--- src/design/ppmfd_pkg.sv ---
// Shared types and constants for the PPM frame decoder.
// Holds the transaction payload structs, configuration layout and codes.
// No dependencies; every other design file imports this package.
`default_nettype none

package ppmfd_pkg;

	localparam int NUM_CHANNELS_DFLT = 8;
	localparam int TIME_WIDTH_DFLT   = 16;

	localparam int OUT_CHANS = 8;
	localparam int CHAN_W    = 16;
	localparam int SLOT_W    = 4;
	localparam int LOST_W    = 4;
	localparam int STAMP_W   = 16;

	localparam int SYNC_GAP_W = 16;
	localparam int TRIM_W     = 8;
	localparam int LIMIT_W    = 4;
	localparam int PERIOD_W   = 17;
	localparam int CFG_IDX_W  = 2;
	localparam int CFG_DATA_W = 17;

	// Register indexes of the configuration port.
	localparam logic [CFG_IDX_W-1:0] REG_SYNC_GAP       = 2'd0;
	localparam logic [CFG_IDX_W-1:0] REG_TRIM           = 2'd1;
	localparam logic [CFG_IDX_W-1:0] REG_LOST_LIMIT     = 2'd2;
	localparam logic [CFG_IDX_W-1:0] REG_COUNTER_PERIOD = 2'd3;

	// Reset values of the configuration registers.
	localparam logic [SYNC_GAP_W-1:0] SYNC_GAP_RST = 16'd4000;
	localparam logic [TRIM_W-1:0]     TRIM_RST     = 8'd2;
	localparam logic [LIMIT_W-1:0]    LIMIT_RST    = 4'd2;
	localparam logic [PERIOD_W-1:0]   PERIOD_RST   = 17'd40001;

	// Event codes carried in the command field.
	localparam logic CMD_EDGE = 1'b0;
	localparam logic CMD_TICK = 1'b1;

	typedef struct packed {
		logic                command;
		logic [STAMP_W-1:0]  edge_time;
	} in_item_t;

	typedef struct packed {
		logic [CHAN_W-1:0] chan0;
		logic [CHAN_W-1:0] chan1;
		logic [CHAN_W-1:0] chan2;
		logic [CHAN_W-1:0] chan3;
		logic [CHAN_W-1:0] chan4;
		logic [CHAN_W-1:0] chan5;
		logic [CHAN_W-1:0] chan6;
		logic [CHAN_W-1:0] chan7;
		logic              frame_done;
		logic              signal_lost;
		logic              in_frame;
	} out_item_t;

	typedef struct packed {
		logic [SYNC_GAP_W-1:0] sync_gap;
		logic [TRIM_W-1:0]     trim;
		logic [LIMIT_W-1:0]    lost_limit;
		logic [PERIOD_W-1:0]   counter_period;
	} cfg_t;

	typedef struct packed {
		logic frame_done;
		logic signal_lost;
		logic in_frame;
	} status_t;

endpackage

`default_nettype wire

--- src/design/ppm_frame_decoder.sv ---
// PPM frame decoder top level: configuration registers, handshakes, result register.
// Instantiates ppmfd_gap and ppmfd_core; uses ppmfd_pkg.
//
// Each transaction on the input channel is either a rising edge with its counter
// timestamp or a counter wrap tick, and yields exactly one result carrying the
// eight channel widths, frame completion, failsafe and in-frame flags. An item is
// accepted in every cycle as long as the result register is empty or being drained,
// and its result is presented on the following cycle; throughput is one item per
// clock, set by the single result register. Configuration writes are registered and
// should be made while no result is outstanding.
`default_nettype none

module ppm_frame_decoder
	import ppmfd_pkg::*;
#(
	parameter int NUM_CHANNELS = NUM_CHANNELS_DFLT,
	parameter int TIME_WIDTH   = TIME_WIDTH_DFLT
) (
	input  wire logic                  clk,
	input  wire logic                  arst_n,
	input  wire logic                  in_valid,
	output logic                       in_ready,
	input  wire in_item_t              in_data,
	output logic                       out_valid,
	input  wire logic                  out_ready,
	output out_item_t                  out_data,
	input  wire logic                  cfg_valid,
	output logic                       cfg_ready,
	input  wire logic [CFG_IDX_W-1:0]  cfg_index,
	input  wire logic [CFG_DATA_W-1:0] cfg_data
);

	cfg_t                        cfg_q;
	logic                        accept;
	logic [TIME_WIDTH-1:0]       now;
	logic [TIME_WIDTH-1:0]       prev_time;
	logic                        is_sync;
	logic [CHAN_W-1:0]           chan_val;
	logic [OUT_CHANS-1:0][CHAN_W-1:0] chans_next;
	status_t                     status_next;
	logic                        out_valid_q;
	out_item_t                   out_q;

	assign cfg_ready = 1'b1;

	always_ff @(posedge clk or negedge arst_n) begin
		if (!arst_n) begin
			cfg_q.sync_gap       <= SYNC_GAP_RST;
			cfg_q.trim           <= TRIM_RST;
			cfg_q.lost_limit     <= LIMIT_RST;
			cfg_q.counter_period <= PERIOD_RST;
		end else if (cfg_valid) begin
			case (cfg_index)
				REG_SYNC_GAP:       cfg_q.sync_gap       <= cfg_data[SYNC_GAP_W-1:0];
				REG_TRIM:           cfg_q.trim           <= cfg_data[TRIM_W-1:0];
				REG_LOST_LIMIT:     cfg_q.lost_limit     <= cfg_data[LIMIT_W-1:0];
				REG_COUNTER_PERIOD: cfg_q.counter_period <= cfg_data[PERIOD_W-1:0];
				default: ;
			endcase
		end
	end

	assign in_ready = !out_valid_q || out_ready;
	assign accept   = in_valid && in_ready;
	assign now      = TIME_WIDTH'(in_data.edge_time);

	ppmfd_gap #(
		.TIME_WIDTH (TIME_WIDTH)
	) u_gap (
		.now       (now),
		.prev_time (prev_time),
		.cfg       (cfg_q),
		.is_sync   (is_sync),
		.chan_val  (chan_val)
	);

	ppmfd_core #(
		.NUM_CHANNELS (NUM_CHANNELS),
		.TIME_WIDTH   (TIME_WIDTH)
	) u_core (
		.clk         (clk),
		.arst_n      (arst_n),
		.accept      (accept),
		.command     (in_data.command),
		.now         (now),
		.is_sync     (is_sync),
		.chan_val    (chan_val),
		.lost_limit  (cfg_q.lost_limit),
		.prev_time   (prev_time),
		.chans_next  (chans_next),
		.status_next (status_next)
	);

	always_ff @(posedge clk or negedge arst_n) begin
		if (!arst_n) begin
			out_valid_q <= 1'b0;
		end else if (accept) begin
			out_valid_q <= 1'b1;
		end else if (out_ready) begin
			out_valid_q <= 1'b0;
		end
	end

	always_ff @(posedge clk) begin
		if (accept) begin
			out_q.chan0       <= chans_next[0];
			out_q.chan1       <= chans_next[1];
			out_q.chan2       <= chans_next[2];
			out_q.chan3       <= chans_next[3];
			out_q.chan4       <= chans_next[4];
			out_q.chan5       <= chans_next[5];
			out_q.chan6       <= chans_next[6];
			out_q.chan7       <= chans_next[7];
			out_q.frame_done  <= status_next.frame_done;
			out_q.signal_lost <= status_next.signal_lost;
			out_q.in_frame    <= status_next.in_frame;
		end
	end

	assign out_valid = out_valid_q;
	assign out_data  = out_q;

endmodule

`default_nettype wire

--- src/design/ppmfd_gap.sv ---
// Edge gap measurement: modular gap since the previous edge, sync test and trim.
// Purely combinational; depends on ppmfd_pkg.
`default_nettype none

module ppmfd_gap
	import ppmfd_pkg::*;
#(
	parameter int TIME_WIDTH = TIME_WIDTH_DFLT
) (
	input  wire logic [TIME_WIDTH-1:0] now,
	input  wire logic [TIME_WIDTH-1:0] prev_time,
	input  wire cfg_t                  cfg,
	output logic                       is_sync,
	output logic [CHAN_W-1:0]          chan_val
);

	localparam int GW = (TIME_WIDTH + 1 > PERIOD_W) ? TIME_WIDTH + 1 : PERIOD_W;
	localparam int CW = (TIME_WIDTH > CHAN_W) ? TIME_WIDTH : CHAN_W;

	logic [GW-1:0]         full_period;
	logic [GW-1:0]         period_ext;
	logic [GW-1:0]         eff_period;
	logic [GW-1:0]         wrapped;
	logic [TIME_WIDTH-1:0] gap;
	logic [TIME_WIDTH-1:0] trim_ext;
	logic [TIME_WIDTH-1:0] trimmed;
	logic [CW-1:0]         gap_wide;
	logic [CW-1:0]         trimmed_wide;

	assign full_period = GW'(1) << TIME_WIDTH;
	assign period_ext  = GW'(cfg.counter_period);

	// A zero period, or one beyond the counter range, behaves as the full range.
	assign eff_period = (period_ext == '0 || period_ext > full_period) ? full_period
		: period_ext;

	assign wrapped = eff_period + GW'(now) - GW'(prev_time);

	always_comb begin
		if (now >= prev_time) begin
			gap = now - prev_time;
		end else begin
			gap = wrapped[TIME_WIDTH-1:0];
		end
	end

	assign gap_wide = CW'(gap);
	assign is_sync  = gap_wide > CW'(cfg.sync_gap);

	assign trim_ext     = TIME_WIDTH'(cfg.trim);
	assign trimmed      = (gap > trim_ext) ? gap - trim_ext : '0;
	assign trimmed_wide = CW'(trimmed);
	assign chan_val     = trimmed_wide[CHAN_W-1:0];

endmodule

`default_nettype wire

--- src/design/ppmfd_core.sv ---
// Decoder state: edge history, frame sequencing, channel store and lost counter.
// Computes the post-transaction state and commits it on acceptance; uses ppmfd_pkg.
`default_nettype none

module ppmfd_core
	import ppmfd_pkg::*;
#(
	parameter int NUM_CHANNELS = NUM_CHANNELS_DFLT,
	parameter int TIME_WIDTH   = TIME_WIDTH_DFLT
) (
	input  wire logic                              clk,
	input  wire logic                              arst_n,
	input  wire logic                              accept,
	input  wire logic                              command,
	input  wire logic [TIME_WIDTH-1:0]             now,
	input  wire logic                              is_sync,
	input  wire logic [CHAN_W-1:0]                 chan_val,
	input  wire logic [LIMIT_W-1:0]                lost_limit,
	output logic [TIME_WIDTH-1:0]                  prev_time,
	output logic [OUT_CHANS-1:0][CHAN_W-1:0]       chans_next,
	output status_t                                status_next
);

	localparam int STORED = (NUM_CHANNELS < OUT_CHANS) ? NUM_CHANNELS : OUT_CHANS;

	logic [TIME_WIDTH-1:0]          prev_q, prev_d;
	logic                           have_q, have_d;
	logic                           sync_q, sync_d;
	logic [SLOT_W-1:0]              slot_q, slot_d;
	logic [STORED-1:0][CHAN_W-1:0]  chan_q, chan_d;
	logic [LOST_W-1:0]              lost_q, lost_d;
	logic [LOST_W-1:0]              lim;
	logic [LOST_W-1:0]              cap;
	logic [LOST_W-1:0]              lost_inc;
	logic                           done;
	logic                           lost;

	assign lim      = (lost_limit == '0) ? LOST_W'(1) : lost_limit;
	assign cap      = (lim == '1) ? lim : lim + LOST_W'(1);
	assign lost_inc = lost_q + LOST_W'(1);

	always_comb begin
		prev_d = prev_q;
		have_d = have_q;
		sync_d = sync_q;
		slot_d = slot_q;
		chan_d = chan_q;
		lost_d = lost_q;
		done   = 1'b0;
		lost   = 1'b0;
		if (command == CMD_EDGE) begin
			prev_d = now;
			if (!have_q) begin
				have_d = 1'b1;
			end else if (!sync_q) begin
				if (is_sync) begin
					sync_d = 1'b1;
					slot_d = '0;
				end
			end else begin
				// Slots beyond the eight visible channels are counted but not kept.
				for (int j = 0; j < STORED; j++) begin
					if (slot_q == SLOT_W'(j)) begin
						chan_d[j] = chan_val;
					end
				end
				if (slot_q == SLOT_W'(NUM_CHANNELS - 1)) begin
					sync_d = 1'b0;
					slot_d = '0;
					lost_d = '0;
					done   = 1'b1;
				end else begin
					slot_d = slot_q + SLOT_W'(1);
				end
			end
		end else begin
			if (lost_q < cap) begin
				lost_d = lost_inc;
				if (lost_inc == lim) begin
					have_d = 1'b0;
					sync_d = 1'b0;
					slot_d = '0;
					chan_d = '0;
					lost   = 1'b1;
				end
			end
		end
	end

	always_ff @(posedge clk or negedge arst_n) begin
		if (!arst_n) begin
			prev_q <= '0;
			have_q <= 1'b0;
			sync_q <= 1'b0;
			slot_q <= '0;
			chan_q <= '0;
			lost_q <= '0;
		end else if (accept) begin
			prev_q <= prev_d;
			have_q <= have_d;
			sync_q <= sync_d;
			slot_q <= slot_d;
			chan_q <= chan_d;
			lost_q <= lost_d;
		end
	end

	assign prev_time = prev_q;

	for (genvar g = 0; g < OUT_CHANS; g++) begin : g_chan_out
		if (g < STORED) begin : g_kept
			assign chans_next[g] = chan_d[g];
		end else begin : g_absent
			assign chans_next[g] = '0;
		end
	end

	assign status_next.frame_done  = done;
	assign status_next.signal_lost = lost;
	assign status_next.in_frame    = sync_d;

endmodule

`default_nettype wire
--- config.mk ---
export PLATFORM = sky130hd
export DESIGN_NAME = ppm_frame_decoder
export DESIGN_NICKNAME = d
export VERILOG_FILES = /design/src/design/ppmfd_pkg.sv /design/src/design/ppm_frame_decoder.sv /design/src/design/ppmfd_gap.sv /design/src/design/ppmfd_core.sv
export SDC_FILE = /design/constraint.sdc
export NUM_CORES = 1
export LEC_CHECK = 0
export ABC_AREA = 0
export BUFFER_PORTS_ARGS = -buffer_cell sky130_fd_sc_hd__buf_2
export CAP_MARGIN = 15
export CORE_MARGIN = 8
export CORE_UTILIZATION = 50
export DETAILED_ROUTE_END_ITERATION = 8
export GPL_ROUTABILITY_DRIVEN = 0
export PLACE_DENSITY = 0.65
export SYNTH_ARGS = -nofsm -noshare
export SYNTH_HDL_FRONTEND = slang
export SYNTH_HIERARCHICAL = 1
export SYNTH_SLANG_ARGS = --single-unit
--- constraint.sdc ---
create_clock -name clk -period 9.4 [get_ports clk]
set_clock_uncertainty 0.1 [all_clocks]
set_input_delay 1.88 -clock clk [delete_from_list [all_inputs] [get_ports clk]]
set_output_delay 1.88 -clock clk [all_outputs]
set_load 0.01 [all_outputs]
; Word-level counts from Yosys, hierarchy flattened
; Cells that the tools add are included.
[totals]
word_cells = 125
mem_bits_ro = 0
ramBits = 0
n_memories = 0
latchBits = 0
regBits = 331
[op_classes]
bitwise = 3
div_mod_pow = 0
n_shift = 0
reduce_logical = 23
eq_ne = 14
n_mux = 44
magnitude_cmp = 5
multipliers = 0
add_sub_neg = 7
[op_table]
columns = operator, n
row1 = 2-to-1 mux 128 bit, 5
row2 = 2-to-1 mux 16 bit, 11
row3 = 2-to-1 mux 4 bit, 14
row4 = subtractor 16 bit, 2
row5 = "greater-than comparator 17 bit, second input constant", 1
row6 = zero test 17 bit, 1
row7 = adder 16 bit, 1
row8 = "equality test 4 x 3 -> 1 bit, second input constant", 4
row9 = greater-or-equal comparator 16 bit, 1
row10 = greater-than comparator 16 bit, 1
row11 = greater-than comparator 16 x 8 -> 1 bit, 1
row12 = subtractor 16 x 8 -> 16 bit, 1
row13 = 2-to-1 mux 1 bit, 14
row14 = "adder 4 x 1 -> 4 bit, second input constant", 3
row15 = AND reduction 2 bit, 6
row16 = AND reduction 5 bit, 2
row17 = "equality test 4 x 2 -> 1 bit, second input constant", 2
row18 = zero test 4 bit, 2
row19 = nonzero test 2 bit, 4
row20 = "equality test 2 bit, second input constant", 2
row21 = "equality test 4 x 1 -> 1 bit, second input constant", 1
row22 = equality test 4 bit, 1
row23 = "equality test 4 bit, second input constant", 1
row24 = < comparator 4 bit, 1
row25 = other kinds (10), 14

; Longest topological paths before layout
; Gate-level depths: netlist of run 1.
[logic_depth]
word_depth = 12
ltp_mapped = 30

; Cells and area by module
; The synthesis of run 1 kept the hierarchy.
[by_module_without_submodules]
columns = module, seq_area_each_um2, cells_each, area_per_inst_um2, instances
row1 = ppmfd_core, 3853.7, 1419, 10980.5, 1
row2 = ppm_frame_decoder, 5102.4, 233, 5701.7, 1
row3 = ppmfd_gap, 0.0, 474, 3354.5, 1

; Worst setup path before layout of run 1
; No wires, ideal clock.
[synth_path]
path_kind = in2reg
startpoint = input port out_ready
endpoint = register u_core.prev_q[0], in the netlist u_core/prev_time[0]
cell_stages = 6
setup_slack_ps = 2592
required_ps = 9175
n_path_buf = 2
arrival_time_ps = 6583
cell_sequence = nand2b_1 and2_1 nor2b_1 buf_1 buf_1 mux2_2
[synth_between]
elab_chain_len = 3
[synth_rtl]
columns = item, line_no
row1 = start: declaration, ppm_frame_decoder.sv:25  ; input wire logic out_ready,
row2 = logical OR 1 bit, ppm_frame_decoder.sv:63  ; assign in_ready = !out_valid_q || out_ready;
row3 = logical AND 1 bit, ppm_frame_decoder.sv:64  ; assign accept = in_valid && in_ready;
row4 = via accept, ppm_frame_decoder.sv:34  ; logic accept;
row5 = AND reduction 2 bit (no source line), n/a
row6 = end signal: assignment, ppmfd_core.sv:99  ; prev_q <= prev_d;
row7 = end: declaration, ppmfd_core.sv:26  ; logic [TIME_WIDTH-1:0] prev_q, prev_d;
; The timed path passes the listed nets, and every way through them passes these cells.
; A chain may end at the register's enable or synchronous reset.

; Final worst setup path of run 1
[layout_path]
startpoint = input port in_data[1] (netlist name)
endpoint = register u_core/chan_q[78] (netlist name)
[layout_between]
elab_chain_len = 9
[layout_rtl]
columns = item, line_no
row1 = start: declaration, ppm_frame_decoder.sv:23  ; input wire in_item_t in_data,
row2 = adder 16 bit, ppmfd_gap.sv:37  ; assign wrapped = eff_period + GW'(now) - GW'(prev_time);
row3 = subtractor 16 bit, ppmfd_gap.sv:37
row4 = 2-to-1 mux 16 bit *, ppmfd_gap.sv:40  ; if (now >= prev_time) begin
row5 = subtractor 16 x 8 -> 16 bit / greater-than comparator 16 x 8 -> 1 bit (equally long branches), ppmfd_gap.sv:51  ; assign trimmed = (gap > trim_ext) ? gap - trim_ext : '0;
row6 = 2-to-1 mux 16 bit *, ppmfd_gap.sv:51
row7 = via chan_val[14], ppm_frame_decoder.sv:38  ; logic [CHAN_W-1:0] chan_val;
row8 = 2-to-1 mux 16 bit *, ppmfd_core.sv:63  ; if (slot_q == SLOT_W'(j)) begin
row9 = 2-to-1 mux 128 bit *, ppmfd_core.sv:55  ; end else if (!sync_q) begin
row10 = 2-to-1 mux 128 bit *, ppmfd_core.sv:53  ; if (!have_q) begin
row11 = 2-to-1 mux 128 bit *, ppmfd_core.sv:51  ; if (command == CMD_EDGE) begin
row12 = end signal: assignment, ppmfd_core.sv:103  ; chan_q <= chan_d;
row13 = end: declaration, ppmfd_core.sv:30  ; logic [STORED-1:0][CHAN_W-1:0] chan_q, chan_d;
; The timed path passes the listed nets; every way through them passes the cells marked *.

==> results of run 1 <==
-- power by group through the flow --
stage               Sequential [mW]  Combinational, mW  Clock [mW]
floorplan                      2.07               2.80           0
global placement               2.08               4.13           0
detailed placement             2.09               4.21           0
CTS                            2.07               4.23        1.65
global route                   2.11               4.65        1.70
finish                         2.07               4.29        1.62
-- cells in the mapped netlist (7+ instances only) --
library cell    n  area, um^2
buf_4          17         128
nand3_1        78         390
buf_1          10        37.5
a21boi_0       98         736
o21ai_0       249        1250
nor3_1         14        70.1
and2_1          8        50.1
a2bb2oi_1      34         298
mux2_2         63         709
mux2i_1        39         390
nand2b_1       13        81.3
fa_1           17         340
inv_1          92         345
xnor2_1        25         219
a211oi_1        9        67.6
dfrtp_1       186        4650
clkbuf_1      128         480
and3_1         11        68.8
a21o_1         12        90.1
nand4_1        44         275
ha_1           62         776
nor2_1         51         191
edfxtp_1      131        3930
o22ai_1       129         807
nand3b_1        8        60.1
nand2_1       180         676
a22oi_1        33         248
buf_2          14        70.1
nor2b_1        19         119
a21oi_1       226        1130
dfstp_2        14         368
xor2_1          9        78.8
clkbuf_2        7        35.0
-- flip-flops by register name, indices dropped and copies added (netlist names) --
register / flops
u_core/prev_time: 16
out_valid: 1
u_core/have_q: 1
u_core/slot_q: 4
out_data: 131
u_core/chan_q: 128
u_core/sync_q: 1
u_core/lost_q: 4
cfg_q: 45
-- layer usage --
metal  share of wire [%]  wire (um)  track usage, %  up-vias
li1                    -          -               -     7983
met1                  43      25200            33.2     8443
met2                  47      27200            37.7      656
met3                 7.6       4430            4.79       98
met4                 2.7       1550            7.33        2
met5               0.014          8               0        -
-- logic make-up after synthesis --
group	count (synthesis)	share of synthesized area, %
compound gates	846	25.5
xor+xnor	34	1.49
fa+ha+maj	80	5.62
buf+inv	274	5.83
flops	331	44.7
mux	103	5.56
other cells	1	0.0187
simple gates	457	11.3
-- critical path: cells and delay by family --
family          cells  cell delay, ns
compound gates     10            1.79
simple gates        6            1.62
fa+ha+maj           3            1.30
buf+inv             5            0.71
xor+xnor            1            0.13
-- layout make-up --
type	count	area, um^2
well taps	525	657
repair buffers	201	1110
clock buffers	55	1060
fillers	3516	17300
inverters	92	348
multi-input cells	1521	9960
flip-flops and latches	331	8960
clock inverters	13	279
-- per-stage QoR --
step           hold slack [ns]  util (%)
2_1_floorplan            0.374         -
3_3_place_gp             0.389      53.0
3_5_place_dp             0.398      53.1
4_1_cts                  0.411      56.4
5_1_grt                  0.421      56.4
6_report                 0.409      56.4
-- worst min-delay path by stage --
stage                      start                end  slack, ns  depth (start not counted)
2_1_floorplan          cfg_q[19]          cfg_q[19]       0.37                          1
3_3_place_gp   u_core/chan_q[61]  u_core/chan_q[61]       0.39                          2
3_5_place_dp           cfg_q[35]          cfg_q[35]       0.40                          1
4_1_cts                cfg_q[35]          cfg_q[35]       0.41                          1
5_1_grt                cfg_q[35]          cfg_q[35]       0.42                          1
6_report               cfg_q[35]          cfg_q[35]       0.41                          1
==> run metrics, run 1 <==
Least-Margin Pin Slew=1.31 ns; Tot Pwr=7.98 mW; Core Area=39600 um^2; clk sinks=331; Reg clk slew, reported paths=0.06 ns; largest net degree at the start of global routing=259; post-cts resize count=0; P&R area growth vs syn=11.7%; min Tclk post-route=7.16 ns; Rows=73; max_slew headroom=12.5%; Crit path arrival time=7.44 ns; Main synth FF type=dfrtp_1; Root Driver=clkbuf_16; Wirelength per Cell=21.3 um; flops & latches, synth=331; Syn Inst Count=2126; Chip Width=216 um; # DRC=0; Starting DRT DRC Count=1727; gr usage total=24.0%; Die Y=216 um; Psw=3.75 mW; async set-or-reset flop fraction in the synthesized netlist=60.4%; Worst R2R End=out_data[73]; commonest non-fill, non-tap cell in the layout=o21ai_0; vias per inst=6.28; final wirelength=58400 um; Post-Synthesis Net Count=2246; Max VDD drop=0.000445 V; Flop pwr share=25.9%; clock group share of total power=20.3%; leading cell types in the layout, fill and taps excluded=249 x o21ai_0, 226 x a21oi_1, 186 x dfrtp_1; crit path launch=in_data[1]; crit share post-route=76.2%; Antenna diodes=0; setup_tns=0 ns; Sw Ratio=47.0%; via count=17200; post-DP HPWL=36300 um; CP max-delay cell=and4b_1; CTS buffer count=38; Comb pwr share=53.7%; P_int=4.23 mW; initial antenna violation count=1; H-tree Lvls=2; Ys Warns=6; Pre-Repair DR Iteration Count=5; Starting Density=50.5%; vias in the first global route=16400; Peak Freq=0.140 GHz; CTS max path bufs=3; Syn Area/Cell=9.42 um^2; max-slew violation count=0; first-pass GRT wire length=91900 um; Antenna Nets Post-Route=0; total grt overflow=0; final hold vios=0; Post-layout nets=2305; TritonCTS clock tree=built; R2R Setup Slk=2.25 ns; WS Path Type=in -> reg; Req. time, crit path=9.68 ns; hold buffer count at CTS=0; Finished Cell Area=22400 um^2; worst reg2reg startpoint=cfg_q[9]; Final WS setup=2.24 ns; placed cell areas=21000 um^2; Post-Place Cells=2670; CP Max Fanout=15; pwr/cell area=357 nW/um^2; Post-Syn Area=20000 um^2; status=complete, no violations; Pleak=9.00 nW; setup repair bufs after CTS=0; Layout Cells excl Fill=2738; Worst setup SP type=input port; R2R depth=24; Setup Viol. Count Final=0; CP endpoint=u_core/chan_q[78]; # IOs=175; post-synthesis sequential area ratio=44.7%; I/O Buffers=173; EDFF count, synth=131; Synth cell types=83; DIE AREA=46700 um^2; min-delay worst type=reg -> reg; Clock Latency Late Sink=0.57 ns; Setup Slack @ Placement=1.83 ns; max cap viols=0; RSZ-0062 raised after global routing=false; ratio of cells with drive above 1 in the final layout=16.9%; Max stage delay on crit path=0.72 ns; critical path capture point type=flop
Note: power is estimated with default switching activity, not from simulation.
==> inputs of run 2 (changes only) <==
- clock period: 9.4 -> 7.2 ns (I/O delays scaled with it)
==> run 2 against run 1 <==
  * Cell area rose by 0.25%
  * Sequential cell count unchanged
  * Non-clock buffer count rose by 9
  * Die area unchanged
  * Global-route usage is 0.066 points lower
  * Wire length grew 0.25%
  * Setup slack lost 2.0 ns
  * Via count rose by 0.35%
  * Critical endpoint is now out_data[72]
  * Highest routed layer is now met4
==> run metrics, run 2 (synthesis gave the netlist of run 1 again) <==
Root Driver=clkbuf_16 (unchanged); Setup Viol. Count Final=0 (unchanged); Least-Margin Pin Slew=1.34 ns (was 1.31 ns); Wirelength per Cell=21.3 um (about the same); Crit path arrival time=7.22 ns (was 7.44 ns); total grt overflow=0 (unchanged); Starting DRT DRC Count=1644 (was 1727); max cap viols=0 (unchanged); Starting Density=50.5% (unchanged); max_slew headroom=10.9% (was 12.5%); leading cell types in the layout, fill and taps excluded=249 x o21ai_0, 226 x a21oi_1, 186 x dfrtp_1 (unchanged); min-delay worst type=reg -> reg (unchanged); final wirelength=58500 um (was 58400 um); Layout Cells excl Fill=2749 (was 2738); gr usage total=23.9% (was 24.0%); final hold vios=0 (unchanged); via count=17200 (about the same); Req. time, crit path=7.42 ns (was 9.68 ns); commonest non-fill, non-tap cell in the layout=o21ai_0 (unchanged); crit share post-route=97.3%; R2R Setup Slk=0.19 ns (was 2.25 ns); Rows=73 (unchanged); Antenna diodes=0 (unchanged); min Tclk post-route=7.01 ns; pwr/cell area=467 nW/um^2 (was 357 nW/um^2); first-pass GRT wire length=91500 um (was 91900 um); Clock Latency Late Sink=0.55 ns (was 0.57 ns); Pleak=9.04 nW (was 9.00 nW); post-DP HPWL=36800 um (was 36300 um); critical path capture point type=flop (unchanged); Final WS setup=0.193 ns (was 2.24 ns); max-slew violation count=0 (unchanged); Peak Freq=0.143 GHz; Core Area=39600 um^2 (unchanged); TritonCTS clock tree=built (unchanged); CTS buffer count=39 (was 38); Chip Width=216 um (unchanged); DIE AREA=46700 um^2 (unchanged); Die Y=216 um (unchanged); Post-Place Cells=2679 (was 2670); Setup Slack @ Placement=0.161 ns (was 1.83 ns); Post-layout nets=2315 (was 2305); CP Max Fanout=16 (was 15); setup_tns=0 ns (unchanged); vias per inst=6.27 (was 6.28); Antenna Nets Post-Route=0 (unchanged); initial antenna violation count=0 (was 1); ratio of cells with drive above 1 in the final layout=17.4% (was 16.9%); CTS max path bufs=3 (unchanged); # IOs=175 (unchanged); vias in the first global route=16300 (was 16400); largest net degree at the start of global routing=259 (unchanged); Max VDD drop=0.000526 V (was 0.000445 V); RSZ-0062 raised after global routing=true (was false); WS Path Type=reg -> reg (was in -> reg); I/O Buffers=173 (unchanged); max FFs per register=131 (unchanged); # DRC=0 (unchanged); Pre-Repair DR Iteration Count=8 (was 5); H-tree Lvls=2 (unchanged); Reg clk slew, reported paths=0.06 ns (about the same); clk sinks=331 (unchanged); status=complete, no violations (unchanged); P&R area growth vs syn=11.9% (was 11.7%); Worst setup SP type=flop (was input port)
-- run 2: cell count changes in the layout (fill, tap and decap cells not counted) --
cell,delta
clkbuf_1,-3
bufinv_16,-5
clkinv_2,+5
buf_12,+3
clkinv_4,+1
buf_4,+6
clkinv_8,-1
clkbuf_16,+4
nor2_4,+1
clkinvlp_4,+3
nor2_2,-1
clkbuf_8,-3
inv_6,+1
-- run 2: what timing repair did --
action | 4_1_cts | 5_1_grt
setup buffers | 0 | 0
hold buffers | 0 | 0
endpoints found under the setup margin | 0 | 79
gates resized for setup | 0 | 1
endpoints found under the hold margin | 0 | 0
-- run 2: cell type report --
type	count	area (um^2)
inverters	92	348
flip-flops and latches	331	8960
repair buffers	210	1210
clock inverters	17	178
well taps	525	657
multi-input cells	1521	9970
clock buffers	53	1110
fillers	3493	17200
-- run 2: metal layers --
metal	track usage (%)	vias to the layer above	part of all wire [%]
li1	-	8000	-
met3	4.71	103	7.6
met2	36.3	685	45
met1	33.3	8454	44
met4	9.78	0	3.2
met5	0	-	0
-- run 2: worst max-delay path, cell delays in order (launching register included) --
cell and delay (ns):
dfrtp_1 0.39, nor4_1 0.41, nand4_1 0.16, xor2_1 0.31, nand2_1 0.17, fa_1 0.51, inv_1 0.04, ha_1 0.31
and2_1 0.19, a221oi_1 0.45, nand2_1 0.16, a21o_1 0.22, a211oi_1 0.24, o41ai_1 0.15, ha_1 0.39, nand4_1 0.14
nor2b_1 0.15, or3_1 0.17, o21ai_0 0.13, a21boi_1 0.15, and4b_1 0.22, buf_12 0.16, nor2b_2 0.88, a21boi_0 0.21
o22ai_1 0.35
-- run 2: worst paths after layout --
path                       depth (start not counted)      start                end
setup / recovery                                  24   cfg_q[9]       out_data[72]
hold / removal                                     1  cfg_q[25]          cfg_q[25]
setup reg to reg                                  24   cfg_q[9]       out_data[72]
hold reg to reg                                    1  cfg_q[25]          cfg_q[25]
max in group asynchronous                          2     arst_n  u_core/chan_q[14]
min in group asynchronous                          1     arst_n           cfg_q[9]
-- run 2: power breakdown --
group	leakage [nW]	switching (mW)	total [mW]	internal [mW]
combinational	5.12	3.87	5.75	1.88
sequential	3.29	0.278	2.70	2.42
clock	0.628	0.816	2.01	1.20
total	9.04	4.97	10.5	5.50
-- run 2: per-stage QoR --
stage / util [%] / hold slack [ns] / total power [mW] / cell area [um^2]
detailed placement: 53.3 / 0.397 / 8.36 / 21100
global placement: 53.3 / 0.389 / 8.23 / 21100
global route: 56.6 / 0.429 / 11.1 / 22400
CTS: 56.6 / 0.411 / 10.4 / 22400
floorplan: - / 0.374 / 6.36 / 20000
finish: 56.6 / 0.408 / 10.5 / 22400
